## src/msort_pkg.sv

```systemverilog
// Shared constants and inter-module types for the merge sorter.
`timescale 1ns / 1ps

package msort_pkg;

  localparam int VALUE_W       = 32;
  localparam int MAX_CAP       = 64;
  localparam int STORE_AW      = $clog2(MAX_CAP);
  localparam int DEF_MAX_ITEMS = 64;

  // Buffer port control from the sequencer to the two banks.
  typedef struct packed {
    logic                rd_bank;   // bank that holds the current source run
    logic [STORE_AW-1:0] rd_addr_a;
    logic [STORE_AW-1:0] rd_addr_b;
    logic                wr_en;
    logic                wr_bank;
    logic [STORE_AW-1:0] wr_addr;
    logic [VALUE_W-1:0]  wr_data;
  } ram_ctl_t;

  // Output register load request.
  typedef struct packed {
    logic load;
    logic last;
    logic ovf;
  } emit_t;

endpackage

```

## src/msort_ram.sv

```systemverilog
// One buffer bank: single write port, two registered read ports.
`timescale 1ns / 1ps

module msort_ram #(
  parameter int DEPTH = msort_pkg::DEF_MAX_ITEMS,
  parameter int AW    = $clog2(DEPTH)
) (
  input  logic                         clk,
  input  logic                         wr_en,
  input  logic [AW-1:0]                wr_addr,
  input  logic [msort_pkg::VALUE_W-1:0] wr_data,
  input  logic [AW-1:0]                rd_addr_a,
  input  logic [AW-1:0]                rd_addr_b,
  output logic [msort_pkg::VALUE_W-1:0] rd_data_a,
  output logic [msort_pkg::VALUE_W-1:0] rd_data_b
);
  import msort_pkg::*;

  logic [VALUE_W-1:0] mem [DEPTH];

  always_ff @(posedge clk) begin
    if (wr_en) begin
      mem[wr_addr] <= wr_data;
    end
  end

  always_ff @(posedge clk) begin
    rd_data_a <= mem[rd_addr_a];
    rd_data_b <= mem[rd_addr_b];
  end

endmodule

```

## config.mk

```make
export PLATFORM = sky130hd
export DESIGN_NAME = msort_ram
export DESIGN_NICKNAME = d
export VERILOG_FILES = /design/src/msort_pkg.sv /design/src/msort_ram.sv
export SDC_FILE = /design/constraint.sdc
export NUM_CORES = 2
export LEC_CHECK = 0
export BUFFER_PORTS_ARGS = -buffer_cell sky130_fd_sc_hd__buf_2
export CAP_MARGIN = 20
export CORE_ASPECT_RATIO = 0.75
export CORE_MARGIN = 3
export CORE_UTILIZATION = 35
export CTS_BUF_LIST = sky130_fd_sc_hd__clkbuf_4 sky130_fd_sc_hd__clkbuf_8
export CTS_CLUSTER_SIZE = 14
export DETAILED_ROUTE_END_ITERATION = 10
export PLACE_DENSITY = 0.47
export SETUP_SLACK_MARGIN = 0.1
export SLEW_MARGIN = 20
export SYNTH_ARGS = -nofsm -noshare
export SYNTH_HDL_FRONTEND = slang
export SYNTH_SLANG_ARGS = --single-unit
```

## constraint.sdc

```tcl
create_clock -name clk -period 3.45 [get_ports clk]
set_clock_uncertainty 0.15 [all_clocks]
set_input_delay 0.1725 -clock clk [delete_from_list [all_inputs] [get_ports clk]]
set_output_delay 0.1725 -clock clk [all_outputs]
set_load 0.03 [all_outputs]
```

==> flow_summary.json <==
{
  "numCtsBuffers": 351,
  "finalSetupTns_ps": 0,
  "drc": 0,
  "root_buffer": "clkbuf_8",
  "final_layout_size_suffix_gt1_frac": 0.443,
  "tightest_slew_ps": 1180,
  "power_frac_clock": 0.398,
  "viasPerCell": 6.10,
  "globalplace.congestion": 0.816,
  "path_class": "primary input to flip-flop",
  "setup_slack_ps": 599,
  "dp_hpwl_mm": 214,
  "required_ps": 4130,
  "r2r-end": "rd_data_b[30]",
  "grt_pass1_vias": 54796,
  "tritoncts": "yes",
  "drt_iter0_drc": 7889,
  "power_switching_share": 0.248,
  "hold_path.class": "primary input to flip-flop",
  "cts_max_path_buffers": 4,
  "seqPwrFrac": 0.506,
  "dpl.cell_count": 8197,
  "worstSetupEndpoint": "rd_data_a[17]",
  "setup_violations": 0,
  "r2r-start": "mem[57][30]",
  "ff2ff_setup_slack_ps": 620,
  "p_leak_nw": 35.6,
  "finalMaxSlewViolations": 0,
  "area_delta_synth_final_pct": 17.0,
  "htreeDepth": 5,
  "initial_utilization": 0.353,
  "ys.warnings.count": 0,
  "grt_setup_unrepaired": "false",
  "arrival_ps": 3530,
  "dr.pass1.iters": 5,
  "finalHoldViolations": 0,
  "synth-async-reset-ratio": 0,
  "die_area_um2": 280000,
  "ant_nets": 0,
  "rr_worst_depth": 6,
  "syn-num-nets": 4464,
  "placed_area_um2": 104000,
  "core_area_um2": 271000,
  "synth_edf_count": 2048,
  "ios": 116,
  "fin_cells": 8903,
  "crit_fanout": 41,
  "nets": 5075,
  "max_freq_mhz": 351,
  "start_kind": "primary input",
  "grtUsageTotal": 0.249,
  "fin_area_um2": 112000,
  "p_per_area_nw_per_um2": 506,
  "synthCells": 4412,
  "relSlewSlack": 0.216,
  "fin_crit_sh": 0.826,
  "cp-end-kind": "flip-flop",
  "syn_area_per_cell_um2": 21.7,
  "ys_seq_area_frac": 0.656,
  "grt_pass1_wl_mm": 476,
  "wirelength_mm": 351,
  "insertion_delay_ps": 1010,
  "syn-cell-area_um2": 95700,
  "pre_cts_ws_ps": -165,
  "synth_seq_cells": 2112,
  "vias": 54278,
  "netSwitchingPower_mw": 14.1,
  "dieHeight_um": 459,
  "rows": 165,
  "synth_cell_types": 38,
  "wl_per_cell_um": 39.4,
  "status": "completed",
  "critPathLaunch": "rd_addr_a[1]",
  "cts.clk_slew.worst_paths_ps": 70,
  "cts_resized": 0,
  "ir_worst_vdd_uv": 259,
  "p_int_mw": 42.5,
  "grt-ovfl-total": 0,
  "grt_max_degree": 65,
  "min_period_ps": 2850,
  "die_w_um": 610,
  "io_buffers": 115,
  "numClockSinks": 2112,
  "p_comb_frac": 0.097,
  "grt_antenna_before_repair": 38,
  "cap_violations": 0,
  "synthFlopType": "edfxtp_1"
}
critical path: stages:
cell and delay, ps:
dlygate4sd3_1 560, buf_8 450, buf_4 400, buf_4 280, mux4_2 360, mux4_2 530
nor2_1 520, a211oi_1 110
what timing repair did:
item | in CTS | in global routing
buffers inserted | 0 | 0
hold endpoints to repair | 2846 | 5
hold buffers | 58 | 1
stage by stage:
stage	hold WS, ps	utilization	power [mW]
floorplan	121	-	32.0
global placement	459	0.385	34.5
detailed placement	464	0.385	34.6
CTS	19.7	0.413	57.1
global route	-0.878	0.414	58.6
finish	18.4	0.414	56.6
registers in the layout, summed over array words and instances, names as in the netlist:
register and flops:
rd_data_a 32, rd_data_b 32, mem 2048
power groups by stage:
stage               Clock (mW)  Combinational (mW)  Sequential [mW]
CTS                       23.0                5.45             28.6
finish                    22.5                5.46             28.6
floorplan                    0                2.72             29.2
global route              24.2                5.73             28.6
detailed placement           0                5.38             29.2
global placement             0                5.37             29.2
logic make-up after synthesis:
logic type,count (synthesis),synth area share
compound gates,340,0.0239
buf+inv,348,0.0183
flops,2112,0.656
mux,1364,0.290
simple gates,248,0.0113
cells in the mapped netlist (25+ instances only):
| cell type | number | area, um2 |
|---|---|---|
| buf_4 | 55 | 413 |
| o21ai_1 | 31 | 155 |
| mux2i_1 | 204 | 2040 |
| a22oi_1 | 85 | 638 |
| edfxtp_1 | 2048 | 61500 |
| o211ai_1 | 27 | 203 |
| mux2_2 | 36 | 405 |
| buf_1 | 25 | 93.8 |
| nand2_1 | 93 | 349 |
| o22ai_1 | 56 | 350 |
| clkbuf_1 | 135 | 507 |
| mux4_2 | 1124 | 25300 |
| a21oi_1 | 58 | 290 |
| buf_2 | 121 | 606 |
| nor2_1 | 94 | 353 |
| dfxtp_1 | 64 | 1280 |
area by class of cell:
type	count	area (um2)
Clock inverter	129	777
Fill cell	23667	159000
Sequential cell	2112	62800
Clock buffer	503	6130
Inverter	1	3.75
Timing Repair Buffer	605	6040
Tap cell	3590	4490
Antenna cell	11	27.5
Multi-Input combinational cell	1952	31700
placed cells by master, fill, tap and decap left out, types with 3 or more instances in the layout:
master,synthesis,final
clkinvlp_4,0,10
and2_1,6,4
nor2b_4,0,3
diode_2,0,11
a22oi_1,85,85
a211oi_1,15,14
nand3b_1,6,6
o211ai_1,27,27
buf_8,0,6
clkinv_1,0,72
inv_6,0,4
o22ai_1,56,54
nor2_1,94,31
a32oi_1,9,9
nand3_1,9,9
buf_4,55,312
mux2_2,36,36
o32a_1,9,9
nand2b_1,8,7
nor2b_1,19,15
buf_12,0,123
edfxtp_1,2048,2048
nand2_1,93,91
clkinv_2,0,35
clkbuf_4,0,127
dlygate4sd3_1,0,59
mux2i_1,204,204
or2_2,3,3
o21ai_0,18,15
mux4_2,1124,1124
dfxtp_1,64,64
a221oi_1,13,12
buf_2,121,101
bufinv_16,0,7
clkbuf_8,0,376
nor2_4,0,63
a21oi_1,58,57
o221ai_1,16,16
buf_6,11,4
o21ai_1,31,34
layer usage:
metal	GRT usage	share of wire	vias to the layer above
met4	0.0545	0.022	12
li1	-	-	20851
met5	0	0.00026	-
met2	0.361	0.43	2766
met1	0.374	0.44	30169
met3	0.0681	0.099	480
worst min-delay path by stage:
stage	start	to	cells after the start
CTS	wr_data[24]	mem[38][24]	2
global route	wr_data[6]	mem[18][6]	2
floorplan	wr_data[0]	mem[0][0]	0
detailed placement	rd_data_a[10]	rd_data_a[10]	1
global placement	wr_data[21]	mem[52][21]	1
finish	wr_data[6]	mem[18][6]	2
Note: power is estimated with default switching activity, not from simulation.
