[config.mk]
export PLATFORM = sky130hd
export DESIGN_NAME = msort_seq
export DESIGN_NICKNAME = d
export VERILOG_FILES = /design/src/msort_pkg.sv /design/src/msort_seq.sv
export SDC_FILE = /design/constraint.sdc
export NUM_CORES = 1
export LEC_CHECK = 0
export BUFFER_PORTS_ARGS = -buffer_cell sky130_fd_sc_hd__buf_4
export CORE_MARGIN = 3
export CORE_UTILIZATION = 45
export CTS_CLUSTER_SIZE = 20
export DETAILED_ROUTE_END_ITERATION = 8
export GPL_ROUTABILITY_DRIVEN = 0
export PLACE_DENSITY_LB_ADDON = 0.05
export SYNTH_ARGS = -nofsm -noshare
export SYNTH_HDL_FRONTEND = slang
export SYNTH_SLANG_ARGS = --single-unit
export TNS_END_PERCENT = 5
[constraint.sdc]
create_clock -name clk -period 4.5 [get_ports clk]
set_input_delay 1.125 -clock clk [delete_from_list [all_inputs] [get_ports clk]]
set_output_delay 1.125 -clock clk [all_outputs]
set_load 0.01 [all_outputs]
[src/msort_pkg.sv]
// Shared constants and inter-module types for the merge sorter.
`timescale 1ns / 1ps

package msort_pkg;

  localparam int VALUE_W       = 32;
  localparam int MAX_CAP       = 64;
  localparam int STORE_AW      = $clog2(MAX_CAP);
  localparam int DEF_MAX_ITEMS = 64;

  // Buffer port control from the sequencer to the two banks.
  typedef struct packed {
    logic                rd_bank;   // bank that holds the current source run
    logic [STORE_AW-1:0] rd_addr_a;
    logic [STORE_AW-1:0] rd_addr_b;
    logic                wr_en;
    logic                wr_bank;
    logic [STORE_AW-1:0] wr_addr;
    logic [VALUE_W-1:0]  wr_data;
  } ram_ctl_t;

  // Output register load request.
  typedef struct packed {
    logic load;
    logic last;
    logic ovf;
  } emit_t;

endpackage

[src/msort_seq.sv]
// Sequencer: load, bottom-up merge passes through one shared compare, emit.
`timescale 1ns / 1ps

module msort_seq #(
  parameter int MAX_ITEMS = msort_pkg::DEF_MAX_ITEMS
) (
  input  logic                          clk,
  input  logic                          rst_n,
  input  logic                          in_valid,
  input  logic [msort_pkg::VALUE_W-1:0] in_value,
  input  logic                          in_last,
  output logic                          in_ready,
  input  logic [msort_pkg::VALUE_W-1:0] rd_a,
  input  logic [msort_pkg::VALUE_W-1:0] rd_b,
  input  logic                          out_taken,
  output msort_pkg::ram_ctl_t           ctl,
  output msort_pkg::emit_t              emit
);
  import msort_pkg::*;

  localparam int CNT_W = $clog2(MAX_ITEMS + 1);
  localparam int PW    = CNT_W + 1;   // holds lo + 2*width

  typedef enum logic [2:0] {
    S_LOAD, S_PASS, S_PAIR, S_RD, S_CMP, S_EMIT_RD, S_EMIT_LD, S_EMIT_WT
  } state_t;

  state_t           state_r, state_nxt;
  logic [CNT_W-1:0] count_r, count_nxt;
  logic             dropped_r, dropped_nxt;
  logic             src_r, src_nxt;
  logic [PW-1:0]    w_r, w_nxt;
  logic [PW-1:0]    lo_r, lo_nxt;
  logic [PW-1:0]    mid_r, mid_nxt;
  logic [PW-1:0]    hi_r, hi_nxt;
  logic [PW-1:0]    i_r, i_nxt;
  logic [PW-1:0]    j_r, j_nxt;
  logic [PW-1:0]    k_r, k_nxt;

  logic [PW-1:0] n;
  logic [PW-1:0] lo_w, lo_2w;
  logic          take_left;
  logic          emitting;
  logic          k_last;

  assign n         = PW'(count_r);
  assign lo_w      = lo_r + w_r;
  assign lo_2w     = lo_r + (w_r << 1);
  // take from the left run when strictly less or when the right run is used up; ties go right
  assign take_left = (i_r < mid_r) && ((j_r >= hi_r) || ($signed(rd_a) < $signed(rd_b)));
  assign emitting  = (state_r == S_EMIT_RD) || (state_r == S_EMIT_LD) || (state_r == S_EMIT_WT);
  assign k_last    = ((k_r + PW'(1)) == n);
  assign in_ready  = (state_r == S_LOAD);

  always_comb begin
    state_nxt   = state_r;
    count_nxt   = count_r;
    dropped_nxt = dropped_r;
    src_nxt     = src_r;
    w_nxt       = w_r;
    lo_nxt      = lo_r;
    mid_nxt     = mid_r;
    hi_nxt      = hi_r;
    i_nxt       = i_r;
    j_nxt       = j_r;
    k_nxt       = k_r;

    ctl.rd_bank   = src_r;
    ctl.rd_addr_a = emitting ? STORE_AW'(k_r) : STORE_AW'(i_r);
    ctl.rd_addr_b = STORE_AW'(j_r);
    ctl.wr_en     = 1'b0;
    ctl.wr_bank   = ~src_r;
    ctl.wr_addr   = STORE_AW'(k_r);
    ctl.wr_data   = take_left ? rd_a : rd_b;

    emit.load = 1'b0;
    emit.last = k_last;
    emit.ovf  = dropped_r;

    unique case (state_r)
      S_LOAD: begin
        if (in_valid) begin
          if (count_r < CNT_W'(MAX_ITEMS)) begin
            ctl.wr_en   = 1'b1;
            ctl.wr_bank = 1'b0;
            ctl.wr_addr = STORE_AW'(count_r);
            ctl.wr_data = in_value;
            count_nxt   = count_r + CNT_W'(1);
          end else begin
            dropped_nxt = 1'b1;
          end
          if (in_last) begin
            w_nxt     = PW'(1);
            src_nxt   = 1'b0;
            state_nxt = S_PASS;
          end
        end
      end
      S_PASS: begin
        if (w_r >= n) begin
          k_nxt     = '0;
          state_nxt = S_EMIT_RD;
        end else begin
          lo_nxt    = '0;
          state_nxt = S_PAIR;
        end
      end
      S_PAIR: begin
        if (lo_r >= n) begin
          src_nxt   = ~src_r;
          w_nxt     = w_r << 1;
          state_nxt = S_PASS;
        end else begin
          mid_nxt   = (lo_w > n) ? n : lo_w;
          hi_nxt    = (lo_2w > n) ? n : lo_2w;
          i_nxt     = lo_r;
          j_nxt     = (lo_w > n) ? n : lo_w;
          k_nxt     = lo_r;
          state_nxt = S_RD;
        end
      end
      S_RD: begin
        state_nxt = S_CMP;
      end
      S_CMP: begin
        ctl.wr_en = 1'b1;
        if (take_left) begin
          i_nxt = i_r + PW'(1);
        end else begin
          j_nxt = j_r + PW'(1);
        end
        k_nxt = k_r + PW'(1);
        if ((k_r + PW'(1)) == hi_r) begin
          lo_nxt    = hi_r;
          state_nxt = S_PAIR;
        end else begin
          state_nxt = S_RD;
        end
      end
      S_EMIT_RD: begin
        state_nxt = S_EMIT_LD;
      end
      S_EMIT_LD: begin
        emit.load = 1'b1;
        state_nxt = S_EMIT_WT;
      end
      S_EMIT_WT: begin
        if (out_taken) begin
          if (k_last) begin
            count_nxt   = '0;
            dropped_nxt = 1'b0;
            state_nxt   = S_LOAD;
          end else begin
            k_nxt     = k_r + PW'(1);
            state_nxt = S_EMIT_RD;
          end
        end
      end
      default: state_nxt = S_LOAD;
    endcase
  end

  always_ff @(posedge clk) begin
    if (!rst_n) begin
      state_r   <= S_LOAD;
      count_r   <= '0;
      dropped_r <= 1'b0;
      src_r     <= 1'b0;
    end else begin
      state_r   <= state_nxt;
      count_r   <= count_nxt;
      dropped_r <= dropped_nxt;
      src_r     <= src_nxt;
    end
    w_r   <= w_nxt;
    lo_r  <= lo_nxt;
    mid_r <= mid_nxt;
    hi_r  <= hi_nxt;
    i_r   <= i_nxt;
    j_r   <= j_nxt;
    k_r   <= k_nxt;
  end

endmodule

==> reports/qor.csv, run 1 <==
stage,metric,value,unit
routing,detailedRoute.firstIterationViolations,436,
setup_path,critical_path.startpoint_type,primary input,
yosys,synth-async-reset-ratio,0,
place,placement.setup.worst_slack,-0.3820,ns
floorplanning,floorplan.initialDensity,0.4690,
yosys,synth_cell_types,55,
setup_path,worstSetupPathType,in -> out,
setup_path,worst_ep_required_time,3.38,ns
worst_hold_path,hp-start,dropped_r,
yosys,synth_area,6661,um2
setup_path,regToRegStartpoint,lo_r[0],
sta,timing.final.setup_violations,32,
global_route,gr-total-overflow,0,
routing,dr_vias,6423,
final_layout,area_delta_synth_final,27.22,%
global_route,number_of_antenna_violations_at_the_first_check_in_global_routing,1,
routing,drt_first_pass_iters,6,
final_layout,final-instance-count-excl-fill,1109,
final_layout,final_net_count,1117,
yosys,post_synth.cell_area_avg,8.618,um2
clock_tree,cts-root-buf,clkbuf_16,
setup_path,sort_of_element_at_the_end_of_the_critical_path,output port,
worst_hold_path,min-delay-path-class,reg -> reg,
sta,tightestPinTransition,0.9463,ns
yosys,ys_warn_count,0,
final_layout,post_route_cells_drive_above_1_share,0.2648,
global_route,grt_max_degree,35,
setup_path,critical_path.reg2reg.endpoint,j_r[1],
sta,highest_achievable_clock_rate,0.2124,GHz
yosys,ys_ff_latch,68,
setup_path,reg2reg_setup_slack,0.52,ns
clock_tree,register_clock_pin_slew_on_the_reported_worst_setup_and_hold_paths,0.06,ns
setup_path,arr_time_crit_path,3.58,ns
clock_tree,htree_levels,3,
floorplanning,floorplan.core_area,14200,um2
outcome,failed_checks,negative setup slack,
yosys,synth_common_cells,"ha_1 (90), inv_1 (71), nor2_1 (70)",
routing,antenna_left,0,
clock_tree,worstSkewPairLatency,0.33,ns
yosys,synth_top_cells_by_area,"edfxtp_1 (25%), ha_1 (17%), a21oi_1 (4.7%), o21ai_0 (4.6%), xnor2_1 (4.3%)",
place,dp_hpwl,16480,um
place,dp.cells,1091,
global_route,track_usage,0.2523,
clock_tree,cts_made_buffers,9,
sta,finalClockSkew,0.008422,ns
floorplanning,die-width,127.7,um
floorplanning,design.portCount,158,
outcome,status,"complete, but fails checks",
global_route,grt_pass1_vias,6389,
worst_hold_path,worst_hold_endpoint,dropped_r,
floorplanning,fp-row-count,43,
yosys,netlist.top_cell.by_area,edfxtp_1,
final_layout,antennaDiodeCount,0,
sta,final.min_clock_period,4.708,ns
sta,max_slew_headroom_at_the_worst_pin,0.3624,
routing,routed_wirelength,21190,um
floorplanning,die_h,127.7,um
yosys,synth_sequential_area_ratio,0.2885,
power,leakagePower,3.818,nW
sta,total_negative_setup_slacks,-5.253,ns
global_route,grt_pass1_wl,32850,um
sta,timing_max_transition_violations_final,0,
power,ir_worst_vdd,0.2488,mV
yosys,synth_top_area_share,0.2524,
sta,final_min_period_over_clock_period,1.046,
floorplanning,fp.dieArea,16300,um2
clock_tree,cts_buffer_depth,2,
sta,final_critical_path_setup_slack,-0.2085,ns
routing,drt-wirelength-per-cell,19.11,um
worst_hold_path,hold-path-cell-count,2,
sta,rsz0062_at_grt,yes,
place,io_buffers,157,
job,number_of_max_capacitance_violations_reported,0,
yosys,synth.most_common_cell,ha_1,
setup_path,crit_fanout,16,
setup_path,worstRegToRegCells,14,
power,power_density,354.1,nW/um2
routing,final_routed_drc_violation_total,0,
sta,finalHoldViolations,0,
power,power,3.001,mW
yosys,synth-edff-count,56,
clock_tree,clkSinkCount,68,
yosys,yosys_most_used_dff,edfxtp_1,
yosys,postSynthCellCount,773,
routing,route.detailed.vias_per_inst,5.792,
clock_tree,cts_tree,built,
[area by class of cell]
type / count / area, um2
multi-input cells: 594 / 4367
clock buffers: 9 / 225.2
well taps: 180 / 225.2
inverters: 71 / 266.5
repair buffers: 180 / 1378
fillers: 1285 / 5729
clock inverters: 7 / 91.34
flip-flops and latches: 68 / 1922
[flip-flops by register name, summed over array words and instances (netlist names)]
signal / flops
hi_r: 8
i_r: 8
j_r: 8
k_r: 8
lo_r: 8
mid_r: 8
w_r: 8
count_r: 7
state_r: 3
dropped_r: 1
src_r: 1
[where the power goes]
part | switching (mW) | internal, mW | leakage, nW
clock network | 0.269 | 0.483 | 0.155
logic | 0.723 | 0.651 | 3.05
registers | 0.0995 | 0.775 | 0.617
total | 1.09 | 1.91 | 3.82
[placed cells by master (no fill, tap or decap), types with 3 or more instances in the layout]
cell       synthesis  layout
ha_1              90      87
a21o_1            11      11
o21a_1             8       8
nand3_1           20      19
clkinv_2           0       3
a21oi_2            0       3
nand2_1           48      48
and2_1             9       9
nand2b_1           7       7
o21ai_1           13      13
nand3b_1           3       3
a31oi_1           36      34
clkbuf_16          0       9
o22ai_1            4       4
inv_1             71      71
nor2b_1            4       4
o21bai_1           6       6
a211oi_1           6       5
xnor2_1           33      33
xor2_1            12      12
edfxtp_1          56      56
xnor3_1            4       4
and3_1             9       9
a21oi_1           62      59
dfxtp_1           12      12
buf_6              6       3
buf_4              9     175
ha_4               0       3
nor3_1             9       7
nor2_1            70      68
nand4_1           11      11
mux2_2            24      24
o21ai_0           61      60
[metal layers]
metal  routed length (um)  GRT usage  part of all wire
met5                   14          0           0.00066
met3                 1632    0.04000             0.077
met1                 8963     0.3323              0.42
met2                10060     0.4258              0.47
met4                  526    0.08115             0.025
[stage by stage]
| stage | util | area [um2] | hold slack (ns) |
|---|---|---|---|
| after floorplan | - | 6665 | 0.4567 |
| after detailed placement | 0.5632 | 8000 | 0.4920 |
| after CTS | 0.5924 | 8414 | 0.5055 |
| after global placement | 0.5632 | 8000 | 0.4837 |
| final | 0.5966 | 8474 | 0.5085 |
| after global routing | 0.5966 | 8474 | 0.5575 |
[cell families (layout without fill, tap and decap cells)]
logic type | count (synthesis) | after routing | synth area share
AND/OR/NAND/NOR | 203 | 203 | 0.1450
buffers and inverters | 112 | 267 | 0.07551
flip-flops | 68 | 68 | 0.2885
XOR/XNOR | 49 | 49 | 0.07269
AO/OA/AOI/OAI | 223 | 223 | 0.2006
multiplexers | 25 | 25 | 0.04207
adder cells (fa/ha/maj) | 92 | 92 | 0.1751
other | 1 | 2 | 0.0005629
[worst max path at each step]
stage             start       to  slack [ns]  cells after the start
2_1_floorplan  rd_b[17]  ctl[12]        0.03                     11
3_3_place_gp   rd_a[17]   ctl[3]       -0.30                     12
3_5_place_dp   rd_a[21]   ctl[3]       -0.38                     12
4_1_cts        rd_a[21]   ctl[8]       -0.17                     12
5_1_grt        rd_a[22]  ctl[26]       -0.40                     12
6_report       rd_b[21]   ctl[3]       -0.21                     14
[critical path, stage by stage]
cell      delay [ns]
buf_4           0.09
inv_1           0.06
ha_4            0.28
nand4_1         0.16
buf_4           0.18
nor4_2          0.26
nand3_1         0.13
a21oi_2         0.16
nor3_2          0.08
a2111o_1        0.42
buf_6           0.19
a31oi_1         0.22
a21oi_2         0.09
buf_4           0.14
[what timing repair did]
| item | CTS | global route |
|---|---|---|
| hold buffers | 0 | 0 |
| pin swaps | 6 | 3 |
| gates resized for setup | 15 | 10 |
| setup buffers | 1 | 0 |
| cloned | 1 | 0 |
| endpoints found under the setup margin | 32 | 32 |
(Power assumes the default switching activity.)
==> run 2: changes to the inputs <==
--- a/config.mk
+++ b/config.mk
@@ -12,6 +12,7 @@
 export DETAILED_ROUTE_END_ITERATION = 8
 export GPL_ROUTABILITY_DRIVEN = 0
 export PLACE_DENSITY_LB_ADDON = 0.05
+export SKIP_CTS_REPAIR_TIMING = 1
 export SYNTH_ARGS = -nofsm -noshare
 export SYNTH_HDL_FRONTEND = slang
 export SYNTH_SLANG_ARGS = --single-unit
==> constraint.sdc (replaced) <==
create_clock -name clk -period 5.72 [get_ports clk]
set_input_delay 1.43 -clock clk [delete_from_list [all_inputs] [get_ports clk]]
set_output_delay 1.43 -clock clk [all_outputs]
set_load 0.01 [all_outputs]
==> run 2 against run 1 <==
- the flow now finishes without violations
- core utilization decreased by 1.6 points
- via count decreased by 1.4%
- non-clock buffer count decreased by 12
- cell count decreased by 1.1%
- combinational power decreased by 24%
- highest routed layer is now met4
==> reports/qor.csv, run 2 (synthesis gave the netlist of run 1 again) <==
stage,metric,value,unit,change
worst_hold_path,hp-start,dropped_r,,unchanged
floorplanning,die_h,127.7,um,unchanged
place,io_buffers,157,,unchanged
sta,final_min_period_over_clock_period,0.9549,,
setup_path,worstSetupPathType,in -> out,,unchanged
final_layout,layout.cell_area.non_filler,8249,um2,was 8474 um2
final_layout,antennaDiodeCount,0,,unchanged
routing,final_routed_drc_violation_total,0,,unchanged
global_route,grt_max_degree,46,,was 35
sta,tightestPinTransition,1.015,ns,was 0.9463 ns
power,p_clk_frac,0.259,,was 0.250
setup_path,worst_path_max_delay_cell,a2111o_1,,unchanged
power,leakagePower,3.729,nW,was 3.818 nW
setup_path,reg2reg_setup_slack,1.78,ns,was 0.52 ns
place,placement.cell_area,7925,um2,was 8000 um2
final_layout,area_delta_synth_final,23.84,%,was 27.22%
worst_hold_path,min-delay-path-class,reg -> reg,,unchanged
worst_hold_path,worst_hold_endpoint,dropped_r,,unchanged
routing,drt-wirelength-per-cell,18.92,um,was 19.11 um
power,switchingPower,0.8519,mW,was 1.092 mW
clock_tree,register_clock_pin_slew_on_the_reported_worst_setup_and_hold_paths,0.06,ns,about the same
floorplanning,die-width,127.7,um,unchanged
final_layout,final.fill_count,1279,,was 1285
power,cell_internal_pwr,1.483,mW,was 1.909 mW
sta,timing_max_transition_violations_final,0,,unchanged
final_layout,mostFrequentLayoutCell,buf_4,,unchanged
clock_tree,cts_made_buffers,9,,unchanged
global_route,grt_pass1_vias,6147,,was 6389
global_route,grt_pass1_wl,31740,um,was 32850 um
clock_tree,cts_tree,built,,unchanged
floorplanning,design.portCount,158,,unchanged
sta,highest_achievable_clock_rate,0.1831,GHz,
power,power_density,283.1,nW/um2,was 354.1 nW/um2
floorplanning,floorplan.initialDensity,0.4690,,unchanged
outcome,status,finished clean,,"was complete, but fails checks"
global_route,gr-total-overflow,0,,unchanged
power,seq_power_share,0.297,,was 0.292
sta,fin_worst_hold_slack,0.5198,ns,was 0.5085 ns
job,number_of_max_capacitance_violations_reported,0,,unchanged
setup_path,critical_path.reg2reg.endpoint,j_r[4],,was j_r[1]
routing,route.detailed.vias_per_inst,5.775,,was 5.792
sta,finalHoldViolations,0,,unchanged
setup_path,sort_of_element_at_the_end_of_the_critical_path,output port,,unchanged
setup_path,crit_chain,"buf_4, ha_1, a21oi_1, o21ai_0, a221oi_1, a21oi_1, o31a_1, a2111o_1, buf_4, a31oi_1, a21oi_1, buf_4",,"was buf_4, inv_1, ha_4, nand4_1, buf_4, nor4_2, nand3_1, a21oi_2, nor3_2, a2111o_1, buf_6, a31oi_1, a21oi_2, buf_4"
place,placement.setup.worst_slack,0.2453,ns,was -0.3820 ns
sta,final_critical_path_setup_slack,0.2578,ns,was -0.2085 ns
clock_tree,cts-root-buf,clkbuf_16,,unchanged
routing,routed_wirelength,20760,um,was 21190 um
clock_tree,worstSkewPairLatency,0.34,ns,was 0.33 ns
clock_tree,htree_levels,3,,unchanged
global_route,track_usage,0.2453,,was 0.2523
power,sw_frac_of_total,0.3648,,was 0.3638
sta,finalClockSkew,0.006823,ns,was 0.008422 ns
setup_path,arr_time_crit_path,4.03,ns,was 3.58 ns
power,power.combinational.fraction,0.444,,was 0.458
sta,rsz0062_at_grt,no,,was yes
clock_tree,cts_buffer_depth,2,,unchanged
sta,total_negative_setup_slacks,0,ns,was -5.253 ns
setup_path,crit_fanout,16,,unchanged
sta,timing.final.setup_violations,0,,was 32
setup_path,worst_path_largest_cell_delay,0.41,ns,was 0.42 ns
setup_path,critical_path.startpoint_type,primary input,,unchanged
power,ir_worst_vdd,0.1881,mV,was 0.2488 mV
sta,max_slew_headroom_at_the_worst_pin,0.3237,,was 0.3624
routing,drt_first_pass_iters,5,,was 6
final_layout,layout_common_cells,"buf_4 (168), ha_1 (90), inv_1 (71)",,"was buf_4 (175), ha_1 (87), inv_1 (71)"
worst_hold_path,hold-path-cell-count,2,,unchanged
setup_path,regToRegStartpoint,lo_r[0],,unchanged
setup_path,cp_num_buf_inv,3,,was 5
routing,antenna_left,0,,unchanged
setup_path,worst_ep_required_time,4.29,ns,was 3.38 ns
final_layout,final_net_count,1105,,was 1117
final_layout,post_route_cells_drive_above_1_share,0.2377,,was 0.2648
global_route,number_of_antenna_violations_at_the_first_check_in_global_routing,0,,was 1
floorplanning,floorplan.core_area,14200,um2,unchanged
routing,detailedRoute.firstIterationViolations,443,,was 436
routing,dr_vias,6335,,was 6423
setup_path,worstRegToRegCells,14,,unchanged
place,dp_hpwl,16300,um,was 16480 um
clock_tree,clkSinkCount,68,,unchanged
sta,final.min_clock_period,5.462,ns,
floorplanning,fp-row-count,43,,unchanged
setup_path,critical_path.top_delay_family,compound AO/OA/AOI/OAI gates,,unchanged
floorplanning,fp.dieArea,16300,um2,unchanged
[run 2: cell types whose count changed in the layout (fill, tap and decap cells not counted), sizes merged]
cell and change:
buf -12, clkinv -2, clkinvlp +1, inv +1
[run 2: cell type report]
cell class	instances	area (um2)	share of cell area
clock buffer	9	225.2	0.02730
clock inverter	7	98.84	0.01198
inverter	71	266.5	0.03231
multi-input combinational	594	4250	0.5152
sequential	68	1922	0.2330
tap	180	225.2	0.02730
timing repair buffer	168	1261	0.1529
[run 2: per-layer routing]
layer | GRT usage | wire length (um)
met1 | 0.3222 | 8879
met2 | 0.4048 | 9727
met3 | 0.04458 | 1628
met4 | 0.09051 | 519
met5 | 0 | 0
[run 2: worst register-to-register path: cells and delay by family (launching register included)]
kind | cells | cell delay, ns
AOI/OAI and AO/OA | 5 | 1.06
adders and majority gates | 3 | 0.98
muxes | 2 | 0.71
DFF | 1 | 0.51
and+or+nand+nor | 3 | 0.30
xor gates and xnor gates | 1 | 0.11
[run 2: worst max path at each step]
stage	startpoint	cells after the start	slack, ns	to
4_1_cts	rd_a[9]	12	0.23	ctl[6]
6_report	rd_a[11]	12	0.26	ctl[31]
5_1_grt	rd_a[11]	12	0.01	ctl[2]
3_3_place_gp	rd_a[11]	12	0.32	ctl[3]
3_5_place_dp	rd_a[9]	12	0.25	ctl[6]
2_1_floorplan	rd_b[17]	11	0.64	ctl[12]
[run 2: through the flow]
stage	util	cells	total power, mW
after floorplan	-	774	1.354
after global placement	0.5580	1081	1.706
after detailed placement	0.5580	1081	1.732
after CTS	0.5808	1097	2.346
after global routing	0.5808	1097	2.482
final	0.5808	1097	2.335
[run 2: power by group through the flow]
stage	Sequential [mW]	Combinational, mW	Clock, mW
6_report	0.694	1.04	0.605
5_1_grt	0.702	1.14	0.638
4_1_cts	0.692	1.04	0.617
3_5_place_dp	0.702	1.03	0
3_3_place_gp	0.700	1.01	0
2_1_floorplan	0.653	0.701	0
==> run 3: changes to the inputs <==
--- a/config.mk
+++ b/config.mk
@@ -6,7 +6,7 @@
 export NUM_CORES = 1
 export LEC_CHECK = 0
 export BUFFER_PORTS_ARGS = -buffer_cell sky130_fd_sc_hd__buf_4
-export CORE_MARGIN = 3
+export CORE_MARGIN = 5
 export CORE_UTILIZATION = 45
 export CTS_CLUSTER_SIZE = 20
 export DETAILED_ROUTE_END_ITERATION = 8
==> run 3 against run 2 <==
- clock skew increased by 0.00058 ns
- core utilization decreased by 1.8 points
- largest cell class unchanged
- critical endpoint is now ctl[26]
- register-to-register slack improved by 0.04 ns
- flip-flop and latch count unchanged
- setup slack got worse by 0.022 ns
- count of clock-buffer cells in the layout increased by 1
- critical path depth unchanged
==> reports/qor.csv, run 3 (synthesis gave the netlist of run 1 again) <==
stage,metric,value,unit,change
outcome,status,finished clean,,unchanged
routing,route.detailed.vias_per_inst,5.744,,was 5.775
final_layout,final-seq-area,1922,um2,unchanged
final_layout,multiInputGateArea,4245,um2,was 4250 um2
floorplanning,die-width,131.7,um,was 127.7 um
final_layout,antennaDiodeCount,0,,unchanged
final_layout,final_net_count,1105,,unchanged
job,number_of_max_capacitance_violations_reported,0,,unchanged
sta,final_min_period_over_clock_period,0.9588,,was 0.9549
routing,final_routed_drc_violation_total,0,,unchanged
power,leakagePower,3.701,nW,was 3.729 nW
global_route,met3_usage,0.05428,,was 0.04458
global_route,number_of_antenna_violations_at_the_first_check_in_global_routing,0,,unchanged
final_layout,area_delta_synth_final,22.86,%,was 23.84%
routing,antenna_left,0,,unchanged
clock_tree,clkSinkCount,68,,unchanged
power,power,2.222,mW,was 2.335 mW
global_route,track_usage,0.2317,,was 0.2453
setup_path,crit_fanout,13,,was 16
global_route,globalRouteMet2Util,0.3900,,was 0.4048
clock_tree,cts_made_buffers,9,,unchanged
floorplanning,design.portCount,158,,unchanged
final_layout,layout_common_cells,"buf_4 (168), ha_1 (90), inv_1 (71)",,unchanged
clock_tree,cts-root-buf,clkbuf_16,,unchanged
clock_tree,cts_tree,built,,unchanged
worst_hold_path,hold-path-cell-count,2,,unchanged
final_layout,post_route_cells_drive_above_1_share,0.2336,,was 0.2377
sta,timing_max_transition_violations_final,0,,unchanged
floorplanning,floorplan.core_area,14530,um2,was 14200 um2
final_layout,final.fill_count,1372,,was 1279
setup_path,worstRegToRegCells,14,,unchanged
place,io_buffers,157,,unchanged
setup_path,arr_time_crit_path,4.05,ns,was 4.03 ns
global_route,grt.busiest_layer,met2,,unchanged
worst_hold_path,min-delay-path-class,reg -> reg,,unchanged
sta,max_slew_headroom_at_the_worst_pin,0.2203,,was 0.3237
final_layout,layout.cell_area.non_filler,8184,um2,was 8249 um2
clock_tree,register_clock_pin_slew_on_the_reported_worst_setup_and_hold_paths,0.06,ns,about the same
floorplanning,die_h,131.7,um,was 127.7 um
place,dp_hpwl,16600,um,was 16300 um
setup_path,reg2reg_setup_slack,1.82,ns,was 1.78 ns
place,placement.setup.worst_slack,0.2040,ns,was 0.2453 ns
sta,finalClockSkew,0.007406,ns,was 0.006823 ns
power,power_density,271.5,nW/um2,was 283.1 nW/um2
setup_path,sort_of_element_at_the_end_of_the_critical_path,output port,,unchanged
global_route,grt_max_degree,35,,was 46
sta,rsz0062_at_grt,yes,,was no
clock_tree,htree_levels,3,,unchanged
floorplanning,fp.dieArea,17340,um2,was 16300 um2
sta,finalHoldViolations,0,,unchanged
setup_path,worst_ep_required_time,4.29,ns,about the same
sta,highest_achievable_clock_rate,0.1823,GHz,was 0.1831 GHz
clock_tree,cts_buffer_depth,2,,unchanged
setup_path,critical_path.startpoint_type,primary input,,unchanged
sta,tightestPinTransition,1.168,ns,was 1.015 ns
sta,final.min_clock_period,5.484,ns,was 5.462 ns
routing,drt_first_pass_iters,5,,unchanged
global_route,gr-usage-met1,0.3024,,was 0.3222
final_layout,postLayoutCoreUtil,0.5631,,was 0.5808
global_route,grt_pass1_wl,33100,um,was 31740 um
power,ir_worst_vdd,0.1651,mV,was 0.1881 mV
sta,timing.final.setup_violations,0,,unchanged
floorplanning,floorplan.initialDensity,0.4583,,was 0.4690
global_route,gr-total-overflow,0,,unchanged
routing,dr_vias,6318,,was 6335
sta,total_negative_setup_slacks,0,ns,unchanged
clock_tree,worstSkewPairLatency,0.33,ns,was 0.34 ns
global_route,grt_pass1_vias,6317,,was 6147
routing,routed_wirelength,20850,um,was 20760 um
routing,detailedRoute.firstIterationViolations,359,,was 443
place,placement.cell_area,7925,um2,unchanged
sta,final_critical_path_setup_slack,0.2357,ns,was 0.2578 ns
setup_path,worstSetupPathType,in -> out,,unchanged
routing,drt-wirelength-per-cell,18.96,um,was 18.92 um
final_layout,mostFrequentLayoutCell,buf_4,,unchanged
floorplanning,fp-row-count,44,,was 43
## run 3: cell types whose count changed in the layout (fill, tap and decap cells not counted), sizes merged
cell,previous run,this run
bufinv,2,0
clkinv,2,4
clkbuf,9,10
clkinvlp,2,1
inv,72,71
## run 3: cell type report
class                      count  share of cell area
inverter                      71             0.03256
clock inverter                 5            0.003669
clock buffer                  10             0.02798
sequential                    68              0.2348
tap                          184             0.02813
timing repair buffer         168              0.1541
multi-input combinational    594              0.5187
## run 3: routing by layer
metal / wire length [um] / share of wire
met2: 9897 / 0.47
met5: 0 / 0
met3: 1652 / 0.079
met4: 285 / 0.014
met1: 9019 / 0.43
## run 3: path summary, 6_finish.rpt
| check | start | to |
|---|---|---|
| worst max-delay path | rd_a[11] | ctl[26] |
| worst min register to register | dropped_r | dropped_r |
| worst min-delay path | dropped_r | dropped_r |
| worst max register to register | lo_r[0] | j_r[4] |
## run 3: stage by stage
| step | instances | hold WS (ns) |
|---|---|---|
| floorplan | 774 | 0.4567 |
| global placement | 1085 | 0.4915 |
| detailed placement | 1085 | 0.5081 |
| CTS | 1100 | 0.5218 |
| global route | 1100 | 0.5712 |
| finish | 1100 | 0.5179 |
## run 3: power breakdown
part | leakage (nW) | internal (mW) | switching, mW
logic | 2.96 | 0.490 | 0.551
clock network | 0.126 | 0.288 | 0.203
registers | 0.617 | 0.610 | 0.0792
total | 3.70 | 1.39 | 0.833
## run 3: critical path: stages
cell	delay, ns
buf_4	0.11
ha_1	0.32
a21oi_1	0.15
o21ai_0	0.13
a221oi_1	0.33
a21oi_1	0.14
o31a_1	0.31
a2111oi_4	0.34
buf_4	0.25
o21ai_0	0.11
a21oi_1	0.27
buf_4	0.17
